**src/hw/rtl/rli_pkg.sv**
```systemverilog
// shared constants, types and helpers for the ray line intersection pipeline
// no dependencies; imported by every module of the block
package rli_pkg;

    localparam int FRACTION_BITS  = 16;
    localparam int TANGENT_STAGES = 16;
    localparam int QUARTER_TURN   = 16384;
    localparam int ANGLE_SHIFT    = 16;

    localparam int COORD_W   = 32;
    localparam int HEAD_W    = 16;
    localparam int ATOL_W    = 11;
    localparam int STOL_W    = 17;
    localparam int CFG_W     = 17;
    localparam int CFG_IDX_W = 1;

    localparam int CORD_W = 34;
    localparam int ZW     = 34;
    localparam int DIV_W  = 68;
    localparam int QUO_W  = 32;
    localparam int IDX_W  = 5;
    localparam int BW     = 68;
    localparam int SLOPE_W = 32;
    localparam int PROD_W  = 64;

    localparam int LATENCY = TANGENT_STAGES + 2 * QUO_W + 9;

    typedef enum logic [CFG_IDX_W-1:0] {
        REG_ANGLE_TOL = 1'b0,
        REG_SLOPE_TOL = 1'b1
    } cfg_index_t;

    typedef struct packed {
        logic signed [CORD_W-1:0] cx;
        logic signed [CORD_W-1:0] sy;
        logic signed [ZW-1:0]     z;
    } cord_t;

    typedef struct packed {
        logic [DIV_W-1:0] p;
        logic [DIV_W-1:0] d;
        logic [QUO_W-1:0] q;
    } div_t;

    // atan(2^-i), 2^32 per full turn
    function automatic logic signed [ZW-1:0] arc_of(input logic [IDX_W-1:0] idx);
        logic [31:0] a;
        unique case (idx)
            5'd0:  a = 32'h20000000;
            5'd1:  a = 32'h12E4051E;
            5'd2:  a = 32'h09FB385B;
            5'd3:  a = 32'h051111D4;
            5'd4:  a = 32'h028B0D43;
            5'd5:  a = 32'h0145D7E1;
            5'd6:  a = 32'h00A2F61E;
            5'd7:  a = 32'h00517C55;
            5'd8:  a = 32'h0028BE53;
            5'd9:  a = 32'h00145F2F;
            5'd10: a = 32'h000A2F98;
            5'd11: a = 32'h000517CC;
            5'd12: a = 32'h00028BE6;
            5'd13: a = 32'h000145F3;
            5'd14: a = 32'h0000A2FA;
            5'd15: a = 32'h0000517D;
            5'd16: a = 32'h000028BE;
            5'd17: a = 32'h0000145F;
            5'd18: a = 32'h00000A30;
            5'd19: a = 32'h00000518;
            5'd20: a = 32'h0000028C;
            5'd21: a = 32'h00000146;
            5'd22: a = 32'h000000A3;
            5'd23: a = 32'h00000051;
            default: a = 32'h0;
        endcase
        return signed'({{(ZW-32){1'b0}}, a});
    endfunction

    // arithmetic shift rounding toward zero
    function automatic logic signed [CORD_W-1:0] shift_tz(
        input logic signed [CORD_W-1:0] v,
        input logic [IDX_W-1:0]         sh
    );
        logic signed [CORD_W-1:0] m;
        m = v[CORD_W-1] ? -v : v;
        m = m >>> sh;
        return v[CORD_W-1] ? -m : m;
    endfunction

endpackage

```
**src/hw/rtl/rli_div_cell.sv**
```systemverilog
// one restoring division step, settles one quotient bit
// depends on rli_pkg
module rli_div_cell (
    input  logic                     clk,
    input  logic [rli_pkg::IDX_W-1:0] bit_idx,
    input  rli_pkg::div_t            cell_in,
    output rli_pkg::div_t            cell_out
);
    import rli_pkg::*;

    div_t             cell_reg;
    div_t             cell_next;
    logic [DIV_W-1:0] trial;

    always_comb
    begin
        trial     = cell_in.d << bit_idx;
        cell_next = cell_in;
        if (cell_in.p >= trial)
        begin
            cell_next.p          = cell_in.p - trial;
            cell_next.q[bit_idx] = 1'b1;
        end
    end

    always_ff @(posedge clk)
    begin
        cell_reg <= cell_next;
    end

    assign cell_out = cell_reg;

endmodule

```
**config.mk**
```make
export PLATFORM = sky130hd
export DESIGN_NAME = rli_div_cell
export DESIGN_NICKNAME = d
export VERILOG_FILES = /design/src/hw/rtl/rli_pkg.sv /design/src/hw/rtl/rli_div_cell.sv
export SDC_FILE = /design/constraint.sdc
export NUM_CORES = 1
export LEC_CHECK = 0
export BUFFER_PORTS_ARGS = -buffer_cell sky130_fd_sc_hd__buf_2
export CAP_MARGIN = 15
export CORE_UTILIZATION = 58
export DETAILED_ROUTE_END_ITERATION = 10
export PLACE_DENSITY_LB_ADDON = 0.05
export RECOVER_POWER = 25
export SETUP_SLACK_MARGIN = 0.4
export SLEW_MARGIN = 10
export SYNTH_ARGS = -nofsm -noshare
export SYNTH_HDL_FRONTEND = slang
export SYNTH_SLANG_ARGS = --single-unit
```
**constraint.sdc**
```tcl
create_clock -name clk -period 11.6 [get_ports clk]
set_input_delay 2.32 -clock clk [delete_from_list [all_inputs] [get_ports clk]]
set_output_delay 2.32 -clock clk [all_outputs]
set_load 0.02 [all_outputs]
```
== Word-level counts from Yosys, hierarchy flattened ==
Cells that the tools add are included.
Operators by class
  add/sub/neg operators: 1
  shifts and indexed selects: 1
  reduce and logical (&&, ||, !) cells: 1
  order comparisons: 3
  muxes and demuxes: 4
  bitwise logic cells: 1
Operators with widths (number)
  $ge 68x68->1: 1
  $mux 68: 1
  $shl 68x5->68: 1
  $sub 68x68->68: 1
  $mux 32: 1
  $or 32x32->32: 1
  $lt 5x6->1 const B: 1
  $demux 1 s5: 1
  $ge 5x1->1 const B: 1
  $logic_and 1x1->1: 1
  $mux 1: 1
Word-level totals
  word-level logic and storage cells: 14
  output and inout port bits: 168
  bits in registers: 168
  bits of input ports: 174

== Logic depth before layout (Yosys ltp) ==
  depth in word-level cells: 6
  mapped depth: 25
  gate-level depth less buffers: 19

== Worst setup path before layout ==
Ideal clock, no wire load.
  path kind: input to register
  start point: in bit_idx[0] (netlist bit)
  end point: reg cell_reg (netlist bit cell_out[160])
  arrival: 6.784 ns
  path slack: 4.695 ns
  stages on the path: 19
  buffers on the path: 6
  required time: 11.479 ns
  setup time: 0.121 ns
  path through: clkbuf_1 buf_1 clkbuf_1 mux4_2 mux2i_1 nand2_1 nand2_1 mux2_2 ha_1 clkbuf_1 nand2_1 or4_1 or4_1 o31ai_4 a21oi_4 o21ai_4 buf_6 buf_6 mux2_4
RTL lines
  start: declaration: line rli_div_cell.sv:5  | input logic [rli_pkg::IDX_W-1:0] bit_idx,
  end signal: assignment: line rli_div_cell.sv:28  | cell_reg <= cell_next;
  end: declaration: line rli_div_cell.sv:11  | div_t cell_reg;

==> flow_summary.ini <==
[outcome]
status = finished, final reports clean

[critical_path]
cp_max_fo = 48
critPathKind = in -> reg
crit_path_end_kind = flop
startpoint_type = input pin
crit_required_ps = 11930
crit_arrival_ps = 8140

[clock_network]
clk_path_buf_depth = 2
cts_sinks = 168
numCtsBuffers = 17
cts_setup_buffers = 0
root_buffer = clkbuf_16
hold_buffers = 0
cts_resized = 0
clk_pin_slew_ps = 80
cts_tree = yes
h-tree-depth = 4

[power_and_ir_drop]
power.density_mw_per_mm2 = 159
ir_worst_vdd_uv = 107
seq_power_share = 0.298
switching_share = 0.414
p_int_uw = 1360
totalPowerFinal_uw = 2320
p_leak_uw = 0.00644
p_clk_frac = 0.259
p_sw_uw = 959
comb_power_share = 0.443

[logic_synthesis]
seq_area_frac_synth = 0.274
ys_types = 68
synth_flop_cell = dfxtp_1
synth_area_mm2 = 0.0123
synth_edf_count = 0
yosysWarnings = 0
postSynthCellCount = 1456
ys_ff_latch = 168
async_flop_share = 0
synth_nets = 1699
synth.avg_cell_area_um2 = 8.43

[timing]
slew_headroom = 0.315
fin_crit_sh = 0.673
rsz0062_at_grt = false
hold_violations = 0
finalSetupTns_ps = 0
worst_pin_slew_ps = 1020
finalSetupViolations = 0
final_max_slew_viol_count = 0
period_needed_ps = 7810
max_freq_ghz = 0.128

[route]
vias = 12707
wl_per_cell_um = 20.6
drt-pass1-iter-count = 8
viasPerCell = 6.31
wl_mm = 41.5
drtIter0Drc = 1453
ant_nets = 0
drc = 0

[global_route]
track_usage = 0.375
grt_pass1_wl_mm = 63.7
grt_antenna_before_repair = 1
grt_max_degree = 66
grt.overflow.total = 0
grt_pass1_vias = 11844

[placed_design]
port_buffers = 341
gp_congestion = 0.971
dp_hpwl_mm = 32.5

[floorplan]
coreArea_mm2 = 0.0205
fp.dieH_um = 147
rows = 52
ios = 342
fp.dieW_um = 147
die_area_mm2 = 0.0218
initial_core_util = 0.599

[hold_path]
min_from = cell_in[98]
hold-path-cell-count = 1
worstHoldPathType = in -> reg
holdPathEnd = cell_out[98]$_DFF_P_

[final_layout]
drive_gt1_frac = 0.264
areaGrowthSynthToFinish_pct = 18.3
nNetsFinal = 1974
largest_reg_flops = 168
antennaDiodeCount = 0
nFillCells = 1747
finish.utilization = 0.709

[job]
drv_cap = 0
==> worst max-delay path by stage <==
stage,end,startpoint,slack (ps)
6_report,cell_out[103]$_DFF_P_,bit_idx[0],3790
5_1_grt,cell_out[115]$_DFF_P_,bit_idx[0],3320
4_1_cts,cell_out[103]$_DFF_P_,bit_idx[0],3900
3_5_place_dp,cell_out[124]$_DFF_P_,bit_idx[0],3460
3_3_place_gp,cell_out[102]$_DFF_P_,bit_idx[0],3590
2_1_floorplan,cell_out[160]$_DFF_P_,bit_idx[0],4690
==> power groups by stage <==
stage	clock [µW]	sequential, µW	combinational, µW
after floorplan	0	825	593
after global placement	0	701	999
after detailed placement	0	703	1010
after CTS	602	690	1010
after global routing	624	697	1100
final	600	690	1030
==> cell families (layout without fill, tap and decap cells) <==
group                    count (synthesis)  in the layout  share of synthesized area
adder cells (fa/ha/maj)                 69             69                     0.0709
buffers and inverters                  117            405                     0.0393
AND/OR/NAND/NOR                        495            495                      0.174
flip-flops                             168            168                      0.274
multiplexers                           172            172                      0.201
AO/OA/AOI/OAI                          370            370                      0.194
XOR/XNOR                                65             65                     0.0464
==> critical path: stages <==
cell       delay (ps)
buf_4             460
clkinv_1          520
nor2_1            920
a21oi_1           200
o22ai_1           220
a21oi_1           140
ha_1              590
nand4_1           230
nor4_1            310
nand2_1           110
o2111ai_1         220
o21ai_2           120
o21a_4            260
o31ai_4           250
a21oi_4            80
o21ai_4           170
buf_4             530
mux2_2            410
==> cell usage in the layout (no fill, tap or decap), drive strengths merged, types with 12 or more instances in the layout <==
cell,instances
mux2i,51
nand2,230
o211ai,12
dfxtp,168
nand2b,14
a21o,28
nand3,19
o21ai,92
nand4,27
a31oi,24
a31o,27
ha,68
clkbuf,101
nor3,21
mux4,50
buf,270
nor2,137
inv,25
mux2,71
xnor2,40
a21oi,113
xor2,25
==> stage by stage <==
step / instance area (µm²) / hold WS (ps) / std cells / setup slack (ps)
floorplan: 12300 / 2350 / 1456 / 4690
global placement: 14000 / 2450 / 1982 / 3590
detailed placement: 14000 / 2450 / 1982 / 3460
CTS: 14600 / 2000 / 2014 / 3900
global route: 14500 / 2020 / 2014 / 3320
finish: 14500 / 2020 / 2014 / 3790
==> metal layers <==
layer  track usage  routed length (µm)  up-vias  share of wire
li1              -                   -     5873              -
met1         0.523               17600     6017           0.42
met2         0.597               19100      740           0.46
met3        0.0534                3900       75          0.094
met4         0.120                 962        2          0.023
met5             0                  18        -        0.00043
==> synthesized netlist by cell type (all sizes together), types with 6 or more instances <==
library cell  number  area (µm²)
nor2b              8        50.1
a21oi            113         581
buf               32         163
o211ai            12        90.1
nand2b            14        87.6
o21ai             92         475
mux2              71         826
mux4              50        1130
nor2             137         514
clkbuf            66         249
nand3             19        95.1
nand2            230         863
nor4               7        43.8
and3              11        68.8
nor3              21         105
dfxtp            168        3360
xor2              25         219
and2               8        50.1
a21o              28         210
a31o              27         236
nand4             27         169
o21bai             7        52.6
xnor2             40         350
inv               17        63.8
a41o               8        80.1
a31oi             24         150
o31ai              6        58.8
mux2i             51         510
a211oi            11        82.6
o21a               6        52.6
ha                68         851
==> area by class of cell <==
class | count | area (µm²) | share of cell area
sequential | 168 | 3360 | 0.232
timing repair buffer | 354 | 1700 | 0.117
clock inverter | 15 | 193 | 0.0133
inverter | 19 | 71.3 | 0.00491
clock buffer | 17 | 425 | 0.0293
multi-input combinational | 1171 | 8430 | 0.580
tap | 270 | 338 | 0.0233
(Power assumes the default switching activity.)
