File: src/hw/rtl/rli_pkg.sv
// shared constants, types and helpers for the ray line intersection pipeline
// no dependencies; imported by every module of the block
package rli_pkg;

    localparam int FRACTION_BITS  = 16;
    localparam int TANGENT_STAGES = 16;
    localparam int QUARTER_TURN   = 16384;
    localparam int ANGLE_SHIFT    = 16;

    localparam int COORD_W   = 32;
    localparam int HEAD_W    = 16;
    localparam int ATOL_W    = 11;
    localparam int STOL_W    = 17;
    localparam int CFG_W     = 17;
    localparam int CFG_IDX_W = 1;

    localparam int CORD_W = 34;
    localparam int ZW     = 34;
    localparam int DIV_W  = 68;
    localparam int QUO_W  = 32;
    localparam int IDX_W  = 5;
    localparam int BW     = 68;
    localparam int SLOPE_W = 32;
    localparam int PROD_W  = 64;

    localparam int LATENCY = TANGENT_STAGES + 2 * QUO_W + 9;

    typedef enum logic [CFG_IDX_W-1:0] {
        REG_ANGLE_TOL = 1'b0,
        REG_SLOPE_TOL = 1'b1
    } cfg_index_t;

    typedef struct packed {
        logic signed [CORD_W-1:0] cx;
        logic signed [CORD_W-1:0] sy;
        logic signed [ZW-1:0]     z;
    } cord_t;

    typedef struct packed {
        logic [DIV_W-1:0] p;
        logic [DIV_W-1:0] d;
        logic [QUO_W-1:0] q;
    } div_t;

    // atan(2^-i), 2^32 per full turn
    function automatic logic signed [ZW-1:0] arc_of(input logic [IDX_W-1:0] idx);
        logic [31:0] a;
        unique case (idx)
            5'd0:  a = 32'h20000000;
            5'd1:  a = 32'h12E4051E;
            5'd2:  a = 32'h09FB385B;
            5'd3:  a = 32'h051111D4;
            5'd4:  a = 32'h028B0D43;
            5'd5:  a = 32'h0145D7E1;
            5'd6:  a = 32'h00A2F61E;
            5'd7:  a = 32'h00517C55;
            5'd8:  a = 32'h0028BE53;
            5'd9:  a = 32'h00145F2F;
            5'd10: a = 32'h000A2F98;
            5'd11: a = 32'h000517CC;
            5'd12: a = 32'h00028BE6;
            5'd13: a = 32'h000145F3;
            5'd14: a = 32'h0000A2FA;
            5'd15: a = 32'h0000517D;
            5'd16: a = 32'h000028BE;
            5'd17: a = 32'h0000145F;
            5'd18: a = 32'h00000A30;
            5'd19: a = 32'h00000518;
            5'd20: a = 32'h0000028C;
            5'd21: a = 32'h00000146;
            5'd22: a = 32'h000000A3;
            5'd23: a = 32'h00000051;
            default: a = 32'h0;
        endcase
        return signed'({{(ZW-32){1'b0}}, a});
    endfunction

    // arithmetic shift rounding toward zero
    function automatic logic signed [CORD_W-1:0] shift_tz(
        input logic signed [CORD_W-1:0] v,
        input logic [IDX_W-1:0]         sh
    );
        logic signed [CORD_W-1:0] m;
        m = v[CORD_W-1] ? -v : v;
        m = m >>> sh;
        return v[CORD_W-1] ? -m : m;
    endfunction

endpackage

File: src/hw/rtl/rli_cordic_cell.sv
// one cordic rotation step of the tangent chain
// depends on rli_pkg
module rli_cordic_cell (
    input  logic                     clk,
    input  logic [rli_pkg::IDX_W-1:0] stage,
    input  rli_pkg::cord_t           cell_in,
    output rli_pkg::cord_t           cell_out
);
    import rli_pkg::*;

    cord_t                    cell_reg;
    cord_t                    cell_next;
    logic signed [CORD_W-1:0] sy_sh;
    logic signed [CORD_W-1:0] cx_sh;
    logic signed [ZW-1:0]     arc;

    always_comb
    begin
        sy_sh = shift_tz(cell_in.sy, stage);
        cx_sh = shift_tz(cell_in.cx, stage);
        arc   = arc_of(stage);
        if (!cell_in.z[ZW-1])
        begin
            cell_next.cx = cell_in.cx - sy_sh;
            cell_next.sy = cell_in.sy + cx_sh;
            cell_next.z  = cell_in.z - arc;
        end
        else
        begin
            cell_next.cx = cell_in.cx + sy_sh;
            cell_next.sy = cell_in.sy - cx_sh;
            cell_next.z  = cell_in.z + arc;
        end
    end

    always_ff @(posedge clk)
    begin
        cell_reg <= cell_next;
    end

    assign cell_out = cell_reg;

endmodule

File: config.mk
export PLATFORM = sky130hd
export DESIGN_NAME = rli_cordic_cell
export DESIGN_NICKNAME = d
export VERILOG_FILES = /design/src/hw/rtl/rli_pkg.sv /design/src/hw/rtl/rli_cordic_cell.sv
export SDC_FILE = /design/constraint.sdc
export NUM_CORES = 1
export LEC_CHECK = 0
export ABC_AREA = 1
export BUFFER_PORTS_ARGS = -buffer_cell sky130_fd_sc_hd__buf_2
export CAP_MARGIN = 40
export CORE_ASPECT_RATIO = 1.5
export CORE_UTILIZATION = 67
export CTS_BUF_LIST = sky130_fd_sc_hd__clkbuf_8 sky130_fd_sc_hd__clkbuf_16
export DETAILED_ROUTE_END_ITERATION = 8
export PLACE_DENSITY = 0.95
export SYNTH_ARGS = -nofsm -noshare
export SYNTH_HDL_FRONTEND = slang
export SYNTH_SLANG_ARGS = --single-unit
File: constraint.sdc
create_clock -name clk -period 13.4 [get_ports clk]
set_input_delay 0.67 -clock clk [delete_from_list [all_inputs] [get_ports clk]]
set_output_delay 0.67 -clock clk [all_outputs]
set_load 0.1 [all_outputs]
# Word-level counts from Yosys, hierarchy flattened
# Memory sizes are Yosys's and may differ from the RTL's.
# Cells that the tools add are included.
# W data, S select, Z words.
[totals]
output_inout_bits = 102
mem_bits_ro = 960
ff_bits = 102
in_bits = 108
memories = 1
wordCells = 21
[mem_list]
columns = ["memory", "words", "width", "rd", "rd_clocked_by_memory_dff", "write_ports", "line", "source"]
rows = [
  ["(no name shown)", 32, 30, 1, 0, 0, "rli_pkg.sv:48", "unique case (idx)"],
]
[classes]
shifts = 2
add_sub_neg = 10
muxes = 5
[op_table]
columns = ["op", "count"]
rows = [
  ["$mux W34", 4],
  ["$neg A34 Y34", 4],
  ["$mux W102", 1],
  ["$add A34 B34 Y34", 2],
  ["$sshr A34 B5 Y34", 2],
  ["$sub A34 B34 Y34", 2],
  ["$add A34 B33 Y34", 1],
  ["$sub A34 B33 Y34", 1],
]

# Longest topological paths before layout
[logic_depth]
depth_word = 7
depth_mapped = 51
depth_no_buf = 51

# Least setup slack after synthesis
# OpenSTA, ideal clock, no wires.
[synth_path]
kind = "input -> register"
from = "in cell_in[34] in the netlist's numbering"
to = "reg cell_reg (netlist bit cell_out[99])"
path_slack_ns = 7.104
setup_ns = 0.121
stages = 39
path_buffers = 0
arrival_time_ns = 6.175
t_required_ns = 13.279
path_cell_list = "inv_2 > ha_1 > nand3_1 > nor2_1 > nand2_1 > nand2_2 > nand2_1 > nand2_1 > nand3_1 > nand3_1 > nand3_1 > nand3_1 > nand2_1 > a21oi_2 > ha_1 > o21ai_0 > ha_1 > nand2_1 > [... 3 more ...] > nand3_4 > o21ai_0 > xnor2_1 > inv_1 > ha_1 > nand2_1 > nor2_1 > inv_1 > nor4_1 > a21oi_1 > o21ai_0 > a21oi_1 > o21a_1 > o21ai_0 > a31oi_1 > o21ai_0 > a21oi_1 > xnor2_1"
[synth_lines]
columns = ["element", "line", "source"]
rows = [
  ["start: declaration", "rli_cordic_cell.sv:6", "input rli_pkg::cord_t cell_in,"],
  ["end signal: assignment", "rli_cordic_cell.sv:38", "cell_reg <= cell_next;"],
  ["end: declaration", "rli_cordic_cell.sv:11", "cord_t cell_reg;"],
]

==> impl_metrics.toml <==
[status]
status = "finished with violations"
violations = "design-rule violations"

[drt]
top_layer = "met5"
via_per_inst = 6.14
wl_mm = 68.8
wl_met3_mm = 6.87
firstDrtPassIters = 9
vias = 23385
antenna_left = 0
met2WireLength_mm = 30.6
drc = 16
wl_per_cell_um = 18.1
drtIter0Drc = 2602
routedLengthMet1_mm = 23.6

[setup_path]
critPathRequiredTime_ps = 13690
cp-start-kind = "input pin"
endpoint = "cell_out[65]$_DFF_P_"
cpPeakStageDelay_ps = 680
end_kind = "register"
crit_buf_inv = 6
crit_slowest_cell = "buf_4"
worstSetupStartpoint = "cell_in[101]"
crit_family = "compound AO/OA/AOI/OAI gates"
criticalPathCategory = "input pin to register"
crit_fanout = 67
cp.depth = 35
crit_arrival_ps = 8590

[synthesis]
ys_top_cells_by_count = "nand2_1 (1029), nand3_1 (567), nor2_1 (307)"
async_flop_share = 0
synth_top_cell_area_share = 0.208
seq_area_frac_synth = 0.110
synth_cell_types = 59
syn_area_per_cell_um2 = 5.56
ys_warn_count = 0
synth-seq-cells = 102
synth_area_um2 = 18500
syn-instance-count = 3331
yosys.area.top_type = "nand2_1"
syn-num-nets = 3553
ys_top_cells_by_area = "nand2_1 (21%), nand3_1 (15%), dfxtp_1 (11%)"
synthFlopType = "dfxtp_1"
synth_edf_count = 0
yosys.cell_count.top_type = "nand2_1"

[sta]
clock.fmax_mhz = 121
hold_slack_ps = 494
fin_crit_ps = 8300
setup_viol = 0
rsz0062_at_grt = "no"
worst_slew_pin_slew_ps = 869
relSlewSlack = 0.420
post-route-period-util = 0.619
drv_slew = 0
finalSetupTns_ps = 0
finalHoldViolations = 0

[power_and_ir_drop]
pwr_density_cell_nw_per_um2 = 147
internal-power_w = 0.00101
p_switching_w = 0.00192
switching_share = 0.656
p_leak_nw = 10.6
pwr-share-comb = 0.745
vdd_drop_max_mv = 0.384
seqPwrFrac = 0.160
clockPowerShare = 0.096

[floorplan]
coreArea_um2 = 27200
rows = 74
die-area_um2 = 28300
ios = 210
die-width_um = 138
start_util = 0.681
die_y_um = 206

[final_layout]
largest_reg_flops = 102
area_delta_synth_final_pct = 8.05
drive_above_1_share = 0.134
fill_cells = 2443
nNetsFinal = 3684

[clocking]
post_cts_buffers = 0
cts-root-buf = "clkbuf_16"
cts_hold_buf = 0
cts-htree-levels = 3
clkTransAtPathRegs_ps = 80
post_cts_resized = 0
clk_path_buf_depth = 2
cts_tree = "done"
cts_inserted_buffers = 9
cts_sinks = 102

[global_route]
grt_start_max_net_pins = 88
grt_pass1_wl_mm = 109
grt_pass1_vias = 21759
grt_antenna_before_repair = 3
grt_overflow = 0
grt_use_total = 0.496

[place]
dp_hpwl_mm = 54.2
place_congestion = 1.29
portBuffers = 209

[min_path]
hp-start = "cell_in[0]"
holdCritPathClass = "input pin to register"

[flow_run]
maxCapViolations = 0
[layout make-up]
class / instances / area [µm²] / share of cell area
clock buffer: 9 / 225 / 0.0113
antenna: 1 / 2.50 / 0.000125
clock inverter: 7 / 65.1 / 0.00325
timing repair buffer: 227 / 1240 / 0.0619
multi-input combinational: 2793 / 14800 / 0.738
tap: 342 / 428 / 0.0214
sequential: 102 / 2040 / 0.102
inverter: 329 / 1230 / 0.0617
[how the worst min path moves through the flow]
stage,slack [ps],cells after the start,to
floorplan,800,1,cell_out[68]$_DFF_P_
global placement,900,2,cell_out[0]$_DFF_P_
detailed placement,910,2,cell_out[0]$_DFF_P_
CTS,500,2,cell_out[0]$_DFF_P_
global route,490,2,cell_out[0]$_DFF_P_
finish,490,2,cell_out[0]$_DFF_P_
[stage by stage]
step	setup WS, ps	power [W]	cells	cell area (µm²)	utilization
detailed placement	5220	0.00261	3791	19700	0.724
global placement	5260	0.00256	3788	19600	0.721
global route	4650	0.00308	3810	20000	0.735
finish	5100	0.00294	3810	20000	0.735
floorplan	7100	0.00222	3331	18500	-
CTS	5630	0.00289	3807	20000	0.735
[layer usage]
| metal | vias up | track usage |
|---|---|---|
| met5 | - | 0.00926 |
| met3 | 482 | 0.163 |
| li1 | 11113 | - |
| met2 | 1401 | 0.783 |
| met4 | 2 | 0.466 |
| met1 | 10387 | 0.510 |
[layout by cell type, fill, tap and decap left out, types with 4 or more instances in the layout]
master	instances
o21bai_1	6
o31ai_1	4
nor2_4	20
nor2_1	305
clkbuf_16	9
and2_1	4
a211oi_1	7
o211ai_1	9
nor2_2	45
nand2_1	1029
nor3_1	10
o21ai_0	106
o21ai_1	26
buf_2	210
inv_1	280
nand3_1	567
dfxtp_1	102
a21boi_1	6
o21a_1	4
inv_2	39
nand2_2	71
clkinv_1	11
xor2_1	115
buf_4	14
xnor2_1	75
nand4_1	31
xor2_2	4
a21oi_1	127
nand3_2	22
ha_1	111
a31oi_1	7
nand3b_1	32
[cells by family after synthesis]
kind of cell    count (synthesis)  synth area share
flops                         102             0.110
buf+inv                       436            0.0922
simple gates                 2153             0.524
compound gates                331             0.101
xor+xnor                      195            0.0942
fa+ha+maj                     114            0.0782
[power by group through the flow]
stage | Sequential, W | Combinational (W) | Clock (W)
after CTS | 0.000470 | 0.00214 | 0.000276
after global placement | 0.000471 | 0.00209 | 0
after global routing | 0.000488 | 0.00230 | 0.000286
after floorplan | 0.00145 | 0.000767 | 0
final | 0.000469 | 0.00219 | 0.000280
after detailed placement | 0.000474 | 0.00213 | 0
Power figures use the tool's default switching activity.
